===== src/sv/bfpa_pkg.sv =====
// Shared types and constants of the best-fit partition allocator.
package bfpa_pkg;

  localparam int IDX_W = 9;
  localparam logic [15:0] RESET_MEMORY_SIZE = 16'd640;

  localparam logic [1:0] ST_OK      = 2'd0;
  localparam logic [1:0] ST_NOFIT   = 2'd1;
  localparam logic [1:0] ST_NOOWNER = 2'd2;
  localparam logic [1:0] ST_FULL    = 2'd3;

  typedef struct packed {
    logic [15:0] start;
    logic [15:0] len;
  } blk_t;

  typedef struct packed {
    logic             init;
    logic [15:0]      init_len;
    logic             load_en;
    logic [IDX_W-1:0] load_idx;
    blk_t             load_val;
    logic             shl_en;
    logic [IDX_W-1:0] shl_from;
    logic             shr_en;
    logic [IDX_W-1:0] shr_from;
  } cell_op_t;

endpackage


===== src/sv/bfpa_cell.sv =====
// One free-list cell holding a free block, able to shift to or from its neighbours.
module bfpa_cell #(
  parameter int IDX = 0
) (
  input  logic                clk,
  input  bfpa_pkg::cell_op_t  op,
  input  bfpa_pkg::blk_t      left,
  input  bfpa_pkg::blk_t      right,
  output bfpa_pkg::blk_t      q
);

  localparam logic [bfpa_pkg::IDX_W-1:0] MY_IDX = bfpa_pkg::IDX_W'(IDX);

  always_ff @(posedge clk) begin
    if (op.init) begin
      q.start <= 16'd0;
      q.len   <= (IDX == 0) ? op.init_len : 16'd0;
    end else if (op.load_en && op.load_idx == MY_IDX) begin
      q <= op.load_val;
    end else if (op.shl_en && MY_IDX >= op.shl_from) begin
      q <= right;
    end else if (op.shr_en && MY_IDX > op.shr_from) begin
      q <= left;
    end
  end

endmodule


===== src/sv/best_fit_partition_allocator.sv =====
// Top level of the best-fit partition allocator: control, owned table and the free-list chain.
// One item at a time; an allocate scans the free-list chain and then the owned table, one entry
// per cycle, and a release scans the owned table and then the free-list chain in the same way.
// The result is held in an output register until taken. Reset leaves one free block [0, 640)
// and a write of memory_size leaves one free block [0, memory_size), or none if memory_size is
// zero; both leave no owned regions.
module best_fit_partition_allocator #(
  parameter int FREE_SLOTS  = 16,
  parameter int OWNED_SLOTS = 16
) (
  input  logic        clk,
  input  logic        rst,
  input  logic        cfg_we,
  input  logic [15:0] cfg_wdata,
  input  logic        in_valid,
  output logic        in_ready,
  input  logic        kind,
  input  logic [7:0]  owner_id,
  input  logic [15:0] size,
  output logic        out_valid,
  input  logic        out_ready,
  output logic [1:0]  status,
  output logic [15:0] start_res,
  output logic [15:0] length
);

  localparam int FI  = $clog2(FREE_SLOTS);
  localparam int CW  = $clog2(FREE_SLOTS + 1);
  localparam int OI  = (OWNED_SLOTS > 1) ? $clog2(OWNED_SLOTS) : 1;
  localparam int OCW = $clog2(OWNED_SLOTS + 1);
  localparam int IW  = bfpa_pkg::IDX_W;

  typedef enum logic [5:0] {
    S_IDLE  = 6'b000001,
    S_FSCAN = 6'b000010,
    S_OSCAN = 6'b000100,
    S_PSCAN = 6'b001000,
    S_UPD   = 6'b010000,
    S_DONE  = 6'b100000
  } state_t;

  state_t state;
  logic        kind_r;
  logic [7:0]  id_r;
  logic [15:0] sz_r;
  logic [CW-1:0]  cnt;
  logic [CW-1:0]  ci;
  logic [OCW-1:0] oj;
  logic [CW-1:0]  best_idx;
  logic [15:0]    best_start;
  logic [15:0]    best_len;
  logic           best_found;
  logic [OI-1:0]  slot;
  logic [15:0]    rs;
  logic [15:0]    amt;
  logic [15:0]    prev_start;
  logic [15:0]    prev_len;
  logic           have_prev;
  logic           left_r;
  logic           right_r;
  logic [15:0]    right_len;
  logic [CW-1:0]  p;
  logic [1:0]     res_status;
  logic [15:0]    res_start;
  logic [15:0]    res_len;
  logic [1:0]     hold_status;
  logic [15:0]    hold_start;
  logic [15:0]    hold_len;

  logic [7:0]  owned_id    [OWNED_SLOTS];
  logic [15:0] owned_start [OWNED_SLOTS];
  logic [15:0] owned_len   [OWNED_SLOTS];
  logic [OWNED_SLOTS-1:0] owned_valid;

  bfpa_pkg::blk_t     cells [FREE_SLOTS];
  bfpa_pkg::blk_t     cur;
  bfpa_pkg::cell_op_t op;
  logic [16:0] re;
  logic [16:0] prev_end;
  logic        ci_live;
  logic        oj_live;
  logic        ohit;
  logic [OI-1:0] oidx;
  logic [15:0] amt_next;

  assign in_ready  = (state == S_IDLE);
  assign status    = hold_status;
  assign start_res = hold_start;
  assign length    = hold_len;

  assign cur      = cells[ci[FI-1:0]];
  assign ci_live  = (ci < cnt);
  assign oj_live  = (oj < OCW'(OWNED_SLOTS));
  assign oidx     = oj[OI-1:0];
  assign ohit     = kind_r ? (owned_valid[oidx] && owned_id[oidx] == id_r) : !owned_valid[oidx];
  assign amt_next = (sz_r < owned_len[oidx]) ? sz_r : owned_len[oidx];
  assign re       = {1'b0, rs} + {1'b0, amt};
  assign prev_end = {1'b0, prev_start} + {1'b0, prev_len};

  genvar g;
  generate
    for (g = 0; g < FREE_SLOTS; g++) begin : g_cell
      bfpa_pkg::blk_t lft;
      bfpa_pkg::blk_t rgt;
      if (g == 0) begin : g_first
        assign lft = '0;
      end else begin : g_mid
        assign lft = cells[g-1];
      end
      if (g == FREE_SLOTS - 1) begin : g_last
        assign rgt = '0;
      end else begin : g_next
        assign rgt = cells[g+1];
      end
      bfpa_cell #(.IDX(g)) u_cell (
        .clk   (clk),
        .op    (op),
        .left  (lft),
        .right (rgt),
        .q     (cells[g])
      );
    end
  endgenerate

  always_comb begin
    op = '0;
    op.init     = rst || cfg_we;
    op.init_len = rst ? bfpa_pkg::RESET_MEMORY_SIZE : cfg_wdata;
    if (state == S_UPD && !op.init) begin
      if (!kind_r) begin
        if (best_len == sz_r) begin
          op.shl_en   = 1'b1;
          op.shl_from = IW'(best_idx);
        end else begin
          op.load_en        = 1'b1;
          op.load_idx       = IW'(best_idx);
          op.load_val.start = best_start + sz_r;
          op.load_val.len   = best_len - sz_r;
        end
      end else if (left_r) begin
        op.load_en        = 1'b1;
        op.load_idx       = IW'(p) - IW'(1);
        op.load_val.start = prev_start;
        op.load_val.len   = prev_len + amt + (right_r ? right_len : 16'd0);
        op.shl_en         = right_r;
        op.shl_from       = IW'(p);
      end else if (right_r) begin
        op.load_en        = 1'b1;
        op.load_idx       = IW'(p);
        op.load_val.start = rs;
        op.load_val.len   = right_len + amt;
      end else begin
        op.load_en        = 1'b1;
        op.load_idx       = IW'(p);
        op.load_val.start = rs;
        op.load_val.len   = amt;
        op.shr_en         = 1'b1;
        op.shr_from       = IW'(p);
      end
    end
  end

  always_ff @(posedge clk) begin
    if (rst) begin
      state       <= S_IDLE;
      cnt         <= CW'(1);
      owned_valid <= '0;
      out_valid   <= 1'b0;
    end else if (cfg_we) begin
      state       <= S_IDLE;
      cnt         <= CW'(cfg_wdata != 16'd0);
      owned_valid <= '0;
    end else begin
      if (state == S_DONE && (!out_valid || out_ready)) begin
        out_valid   <= 1'b1;
        hold_status <= res_status;
        hold_start  <= res_start;
        hold_len    <= res_len;
      end else if (out_ready) begin
        out_valid <= 1'b0;
      end
      case (state)
        S_IDLE: begin
          if (in_valid) begin
            kind_r     <= kind;
            id_r       <= owner_id;
            sz_r       <= size;
            ci         <= '0;
            oj         <= '0;
            best_found <= 1'b0;
            have_prev  <= 1'b0;
            if (kind) begin
              state <= S_OSCAN;
            end else if (size == 16'd0) begin
              res_status <= bfpa_pkg::ST_NOFIT;
              res_start  <= '0;
              res_len    <= '0;
              state      <= S_DONE;
            end else begin
              state <= S_FSCAN;
            end
          end
        end
        S_FSCAN: begin
          if (ci_live) begin
            if (cur.len >= sz_r && (!best_found || cur.len < best_len)) begin
              best_found <= 1'b1;
              best_idx   <= ci;
              best_start <= cur.start;
              best_len   <= cur.len;
            end
            ci <= ci + CW'(1);
          end else if (!best_found) begin
            res_status <= bfpa_pkg::ST_NOFIT;
            res_start  <= '0;
            res_len    <= '0;
            state      <= S_DONE;
          end else begin
            state <= S_OSCAN;
          end
        end
        S_OSCAN: begin
          if (oj_live) begin
            if (ohit) begin
              slot <= oidx;
              if (!kind_r) begin
                state <= S_UPD;
              end else begin
                rs  <= owned_start[oidx];
                amt <= amt_next;
                ci  <= '0;
                if (amt_next == 16'd0) begin
                  res_status <= bfpa_pkg::ST_OK;
                  res_start  <= owned_start[oidx];
                  res_len    <= '0;
                  state      <= S_DONE;
                end else begin
                  state <= S_PSCAN;
                end
              end
            end else begin
              oj <= oj + OCW'(1);
            end
          end else begin
            res_status <= kind_r ? bfpa_pkg::ST_NOOWNER : bfpa_pkg::ST_FULL;
            res_start  <= '0;
            res_len    <= '0;
            state      <= S_DONE;
          end
        end
        S_PSCAN: begin
          if (ci_live && cur.start < rs) begin
            prev_start <= cur.start;
            prev_len   <= cur.len;
            have_prev  <= 1'b1;
            ci         <= ci + CW'(1);
          end else begin
            p         <= ci;
            right_len <= cur.len;
            right_r   <= ci_live && ({1'b0, cur.start} == re);
            left_r    <= have_prev && (prev_end == {1'b0, rs});
            if (!(have_prev && prev_end == {1'b0, rs}) &&
                !(ci_live && {1'b0, cur.start} == re) && cnt >= CW'(FREE_SLOTS)) begin
              res_status <= bfpa_pkg::ST_FULL;
              res_start  <= '0;
              res_len    <= '0;
              state      <= S_DONE;
            end else begin
              state <= S_UPD;
            end
          end
        end
        S_UPD: begin
          res_status <= bfpa_pkg::ST_OK;
          if (!kind_r) begin
            owned_valid[slot] <= 1'b1;
            owned_id[slot]    <= id_r;
            owned_start[slot] <= best_start;
            owned_len[slot]   <= sz_r;
            if (best_len == sz_r) begin
              cnt <= cnt - CW'(1);
            end
            res_start <= best_start;
            res_len   <= sz_r;
          end else begin
            owned_start[slot] <= re[15:0];
            owned_len[slot]   <= owned_len[slot] - amt;
            if (owned_len[slot] == amt) begin
              owned_valid[slot] <= 1'b0;
            end
            if (left_r && right_r) begin
              cnt <= cnt - CW'(1);
            end else if (!left_r && !right_r) begin
              cnt <= cnt + CW'(1);
            end
            res_start <= rs;
            res_len   <= amt;
          end
          state <= S_DONE;
        end
        S_DONE: begin
          if (!out_valid || out_ready) begin
            state <= S_IDLE;
          end
        end
        default: begin
          state <= S_IDLE;
        end
      endcase
    end
  end

endmodule


===== config.mk =====
export PLATFORM = sky130hd
export DESIGN_NAME = best_fit_partition_allocator
export DESIGN_NICKNAME = d
export VERILOG_FILES = /design/src/sv/bfpa_pkg.sv /design/src/sv/bfpa_cell.sv /design/src/sv/best_fit_partition_allocator.sv
export SDC_FILE = /design/constraint.sdc
export NUM_CORES = 2
export LEC_CHECK = 0
export BUFFER_PORTS_ARGS = -buffer_cell sky130_fd_sc_hd__buf_4
export CELL_PAD_IN_SITES_DETAIL_PLACEMENT = 1
export CELL_PAD_IN_SITES_GLOBAL_PLACEMENT = 1
export CORE_ASPECT_RATIO = 0.9
export CORE_MARGIN = 8
export CORE_UTILIZATION = 47
export DETAILED_ROUTE_END_ITERATION = 7
export PLACE_DENSITY_LB_ADDON = 0.1
export SLEW_MARGIN = 5
export SYNTH_ARGS = -nofsm -noshare
export SYNTH_HDL_FRONTEND = slang
export SYNTH_SLANG_ARGS = --single-unit

===== constraint.sdc =====
create_clock -name clk -period 6.3 [get_ports clk]
set_clock_uncertainty 0.15 [all_clocks]
set_input_delay 0.63 -clock clk [delete_from_list [all_inputs] [get_ports clk]]
set_output_delay 0.63 -clock clk [all_outputs]
set_load 0.005 [all_outputs]

# --- Word-level counts from Yosys, hierarchy flattened ---
# Memory sizes are Yosys's and may differ from the RTL's. A register that Yosys moved wholly into a read port is not among the register bits.
# Cells that the tools add are included.
totals:
  ramBits: 640
  elab_cells: 453
  register_bits: 773
  mem_count: 3
  inputBits: 46
mem_list:
  columns: ["memory", "words", "word_bits", "rd", "rd_clocked_by_memory_dff", "write_ports", "line_no", "rtl"]
  rows:
  - ["owned_len", 16, 16, 2, 2, 1, "best_fit_partition_allocator.sv:72", "logic [15:0] owned_len [OWNED_SLOTS];"]
  - ["owned_start", 16, 16, 1, 1, 1, "best_fit_partition_allocator.sv:71", "logic [15:0] owned_start [OWNED_SLOTS];"]
  - ["owned_id", 16, 8, 1, 1, 1, "best_fit_partition_allocator.sv:70", "logic [7:0] owned_id [OWNED_SLOTS];"]
classes:
  eq_ne: 47
  n_bitwise: 9
  addsub: 13
  reduce_logical: 119
  muxes: 157
  order_cmp: 43
op_table:
  columns: ["cell", "count"]
  rows:
  - ["$mux W32", 50]
  - ["$mux W16", 26]
  - ["$pmux W16 S5", 2]
  - ["$bmux W32 S4", 1]
  - ["$eq A9 B4 Y1 const B", 8]
  - ["$ge A4 B9 Y1 const A", 8]
  - ["$gt A4 B9 Y1 const A", 8]
  - ["$mux W6", 12]
  - ["$add A16 B16 Y16", 4]
  - ["$mux W62", 1]
  - ["$logic_and A1 B1 Y1", 60]
  - ["$mux W5", 12]
  - ["$mux W52", 1]
  - ["$reduce_bool A3 Y1", 17]
  - ["$mux W10", 5]
  - ["$lt A16 B16 Y1", 3]
  - ["$mux W42", 1]
  - ["$mux W41", 1]
  - ["$eq A9 B3 Y1 const B", 4]
  - ["$ge A3 B9 Y1 const A", 4]
  - ["$gt A3 B9 Y1 const A", 4]
  - ["$pmux W6 S6", 1]
  - ["$add A16 B16 Y17", 2]
  - ["$eq A16 B16 Y1", 2]
  - ["other kinds (61)", 151]

# --- Depth between registers and ports, before layout ---
depth:
  word_depth: 12
  mapped_depth: 20
  ltp_nobuf: 14

# --- Hierarchy ---
# From an unflattened synthesis, not the netlist that was laid out.
hier_totals:
  cells_unflattened: 7273
  area_unflattened_um2: 84612.4
modules_own_cells:
  columns: ["module", "area_each_um2", "n_inst", "cells_per_inst", "seq_area_each_um2"]
  rows:
  - ["best_fit_partition_allocator", 48871.9, 1, 3196, 26935.8]
  - ["bfpa_cell at g_cell[12].u_cell", 2986.6, 1, 283, 640.6]
  - ["bfpa_cell at g_cell[1].u_cell", 2829.0, 1, 348, 640.6]
  - ["bfpa_cell at g_cell[10].u_cell", 2687.6, 1, 318, 640.6]
  - ["bfpa_cell at g_cell[14].u_cell", 2632.5, 1, 282, 640.6]
  - ["bfpa_cell at g_cell[2].u_cell", 2590.0, 1, 334, 640.6]
  - ["bfpa_cell at g_cell[8].u_cell", 2524.9, 1, 312, 640.6]
  - ["bfpa_cell at g_cell[6].u_cell", 2154.6, 1, 236, 640.6]
  - ["bfpa_cell at g_cell[13].u_cell", 2133.3, 1, 236, 640.6]
  - ["bfpa_cell at g_cell[3].u_cell", 2073.2, 1, 246, 640.6]
  - ["bfpa_cell at g_cell[9].u_cell", 2018.2, 1, 235, 640.6]
  - ["bfpa_cell at g_cell[5].u_cell", 1985.7, 1, 234, 640.6]
  - ["bfpa_cell at g_cell[15].u_cell", 1904.3, 1, 188, 640.6]
  - ["bfpa_cell at g_cell[11].u_cell", 1869.3, 1, 233, 640.6]
  - ["3 more rows", null, null, null, null]

# --- Least setup slack after synthesis ---
# Ideal clock, no wire load.
synth_path:
  kind: "register to register"
  startpoint: "register ci[1]"
  endpoint: "register best_idx[0] (enable)"
  slack_ns: -0.199
  path_stages_with_launch: 20
  required_time_ns: 5.719
  synth_period_minus_slack_ns: 6.499
  arrival_time_ns: 5.917
  path_cell_list: "edfxtp_1 buf_4 buf_2 buf_2 buf_2 buf_4 buf_2 buf_2 buf_1 mux4_2 mux4_2 ha_1 a21o_1 a21o_1 a21oi_1 o21ai_0 nand2_1 nand4_1 a41o_1 nor2_1"
synth_rtl:
  columns: ["item", "line_no", "rtl"]
  rows:
  - ["start: declaration", "best_fit_partition_allocator.sv:47", "logic [CW-1:0] ci;"]
  - ["start signal: assignment", "best_fit_partition_allocator.sv:212", "ci <= ci + CW'(1);"]
  - ["start signal: assignment", "best_fit_partition_allocator.sv:256", "ci <= ci + CW'(1);"]
  - ["end signal: assignment", "best_fit_partition_allocator.sv:208", "best_idx <= ci;"]
  - ["end: declaration", "best_fit_partition_allocator.sv:49", "logic [CW-1:0] best_idx;"]

==> flow_metrics.env <==
export IMPL_ys_seq_elements=1421
export IMPL_path_class="reg2reg"
export IMPL_post_synth_xor_area_fraction=0.0157
export IMPL_status="complete, no violations"
export IMPL_async_reset_ff_frac=0
export IMPL_synth_top_family_by_area="multiplexers"
export IMPL_reg2reg_depth=12
export IMPL_clk_pin_slew_ns=0.06
export IMPL_die_h_um=396
export IMPL_holdPathEnd="g_cell[0].u_cell.q[10]$_DFFE_PP_"
export IMPL_clk_latency_ns=0.83
export IMPL_grt_pass1_wl_um=431000
export IMPL_rsz0062_at_grt="no"
export IMPL_fin_nets=7129
export IMPL_die_area_um2=174000
export IMPL_ant_nets=0
export IMPL_synth_mux_area_frac=0.172
export IMPL_min_period_over_period=0.913
export IMPL_place_detailed_hpwl_um=210000
export IMPL_ir_drop_mv=0.268
export IMPL_dr_pass1_iters=6
export IMPL_p_per_area_nw_per_um2=237
export IMPL_core_um2=159000
export IMPL_syn_nets=7084
export IMPL_dr_first_iter_drc_count=7486
export IMPL_clockBufferDepth=3
export IMPL_grt_ovfl_total=0
export IMPL_synth_yosys_seq_area_share=0.495
export IMPL_r2r_end="res_start[14]$_DFFE_PP_"
export IMPL_grt_max_degree=173
export IMPL_grt_use_total=0.333
export IMPL_nFillCells=16700
export IMPL_synth_adder_area_share=0.0355
export IMPL_io_pins=82
export IMPL_holdCritPathClass="in2reg"
export IMPL_synth_edf_count=889
export IMPL_grt_pass1_vias=60100
export IMPL_yosysWarnings=0
export IMPL_maxSlewHeadroom=0.0925
export IMPL_cts_root_buffer="clkbuf_16"
export IMPL_syn_to_final_growth_pct=12.5
export IMPL_portBuffers=81
export IMPL_path_cells="buf_12 > mux4_2 > mux4_2 > ha_1 > a21o_1 > a21o_1 > a221o_1 > a21oi_1 > o2111ai_1 > a311oi_1 > a211oi_1 > and4b_2"
export IMPL_final_min_clock_period_ns=5.75
export IMPL_die_w_um=438
export IMPL_wl_per_cell_um=32.5
export IMPL_drcViolationCount=0
export IMPL_antenna_found_initial=13
export IMPL_p_leak_uw=0.0285
export IMPL_synth_main_ff_cell="edfxtp_1"
export IMPL_fin_setup_tns_ns=0
export IMPL_cp_top_family="compound AO/OA/AOI/OAI gates"
export IMPL_hold_viol_final=0
export IMPL_wl_um=297000
export IMPL_gp_congestion=0.974
export IMPL_fp_row_count=139
export IMPL_drive_gt1_frac=0.160
export IMPL_setup_viol=0
export IMPL_cp_arrival_ns=6.00
export IMPL_cp_start_kind="flip-flop"
export IMPL_worst_slack_ns=0.549
export IMPL_crit_buf_inv=1
export IMPL_htree_levels=4
export IMPL_cts_tree="built"
export IMPL_hold_start="cfg_wdata[10]"
export IMPL_crit_path_max_incr_delay_ns=0.84
export IMPL_num_vias=60800
export IMPL_cts_setup_buffers=0
export IMPL_worstReg2RegStart="ci[1]$_SDFFCE_PN0P_"
export IMPL_slowest_stage="edfxtp_1"
export IMPL_cap_violations=0
export IMPL_worstSetupEndpointType="flip-flop"
export IMPL_worst_slew_pin_slew_ns=1.35
export IMPL_syn_area_um2=75500
export IMPL_drt_vias_per_instance=6.66
export IMPL_ys_types=91
export IMPL_yosys_area_share_simple=0.116
export IMPL_synth_compound_area_frac=0.131
export IMPL_final_max_slew_viol_count=0
export IMPL_worstPathMaxFanout=34
export IMPL_fmax_ghz=0.174
export IMPL_cts_sinks=1421
export IMPL_r2r_slack_ns=0.55
export IMPL_cts_buffers=158
export IMPL_dp_slack_ns=0.708
export IMPL_floorplan_initialDensity=0.473
export IMPL_min_path_cells=3
export IMPL_required_ns=6.55
export IMPL_synthCells=6837
export IMPL_syn_area_per_cell_um2=11.0
## power breakdown
part	switching, uW	internal, uW	total (uW)
clock network	4100	5380	9480
logic	461	297	757
registers	55.4	9830	9890
total	4620	15500	20100
## timing repair
item / 4_1_cts / 5_1_grt
hold buffers: 29 / 0
endpoints found under the setup margin: 0 / 0
hold endpoints to repair: 30 / 0
gates resized for setup: 0 / 0
## worst max path at each step
stage / cells past startpoint / endpoint / from
2_1_floorplan: 20 / best_idx[0]$_DFFE_PP_ / ci[1]$_SDFFCE_PN0P_
3_3_place_gp: 12 / res_start[13]$_DFFE_PP_ / ci[1]$_SDFFCE_PN0P_
3_5_place_dp: 11 / res_start[13]$_DFFE_PP_ / ci[1]$_SDFFCE_PN0P_
4_1_cts: 14 / res_start[13]$_DFFE_PP_ / ci[0]$_SDFFCE_PN0P_
5_1_grt: 14 / res_start[10]$_DFFE_PP_ / ci[0]$_SDFFCE_PN0P_
6_report: 12 / res_start[14]$_DFFE_PP_ / ci[1]$_SDFFCE_PN0P_
## worst min-delay path: cells and delay by family
kind / cells / cell delay, ns
AOI/OAI and AO/OA: 2 / 0.18
buffers and inverters: 1 / 0.09
## metrics by stage
stage	util	instance area (um^2)	power (uW)	hold WS, ns	cells
6_report	0.533	84900	20100	0.0502	9132
2_1_floorplan	-	75500	10500	0.250	6837
3_3_place_gp	0.498	79400	10800	0.264	8808
5_1_grt	0.532	84900	20600	0.0475	9129
4_1_cts	0.532	84900	20200	0.000799	9129
3_5_place_dp	0.498	79400	10800	0.275	8808
## per-layer routing
| metal | routed length [um] | up-vias | track usage |
|---|---|---|---|
| li1 | - | 25800 | - |
| met1 | 131000 | 31400 | 0.497 |
| met2 | 125000 | 3148 | 0.476 |
| met3 | 31400 | 490 | 0.0851 |
| met4 | 10100 | 6 | 0.106 |
| met5 | 34 | - | 0 |
## synthesized netlist by cell type (57+ instances only)
cell	n	share of area
a211oi_1	134	0.013
nand2_1	897	0.045
xnor2_1	71	0.0082
a21oi_1	645	0.043
edfxtp_1	889	0.35
nor2_1	611	0.030
dfxtp_1	532	0.14
o211ai_1	117	0.012
xor2_1	59	0.0068
o21ai_0	254	0.017
inv_1	145	0.0072
nor3_1	57	0.0038
o21ai_1	96	0.0064
clkbuf_1	348	0.017
o22ai_1	103	0.0085
buf_2	73	0.0048
nand3_1	245	0.016
mux2i_1	314	0.042
mux4_2	411	0.12
ha_1	179	0.030
## flip-flops by register name, indices dropped and copies added, names as in the netlist, 6 cells and up, named ones only
register / cells
state: 6
owned_id: 128
owned_start: 256
id_r: 8
g_cell.u_cell.q: 512
sz_r: 16
best_start: 16
start_res: 16
amt: 16
length: 16
rs: 16
res_start: 16
prev_len: 16
res_len: 16
owned_len: 256
right_len: 16
prev_start: 16
best_len: 16
## placed cells by master (no fill, tap or decap), drive strengths merged, types with 36 or more instances in the layout
master,Yosys,layout
buf,142,346
xnor2,71,71
nand3,245,245
inv,148,156
mux4,428,428
xor2,59,59
o21ai,350,350
nor2,612,612
clkinv,1,65
dfxtp,532,532
clkbuf,348,200
edfxtp,889,889
nor3,61,61
a211oi,134,134
a21oi,645,645
o22ai,103,103
o211ai,117,117
a21o,54,54
nor4,36,36
ha,179,179
nand2,897,897
mux2i,314,314
## kinds of logic after synthesis
family / count (synthesis)
AO/OA/AOI/OAI: 1645
buffers and inverters: 639
adder cells (fa/ha/maj): 201
flip-flops: 1421
XOR/XNOR: 132
multiplexers: 753
AND/OR/NAND/NOR: 2046
## cell type report
type	count	area, um^2	area share
flip-flops and latches	1421	37400	0.440
multi-input cells	4777	36100	0.425
clock buffers	200	4230	0.0499
repair buffers	375	3030	0.0356
well taps	2115	2650	0.0312
clock inverters	92	980	0.0115
inverters	149	559	0.00659
diodes	3	7.51	0.0000884
(Power assumes the default switching activity.)
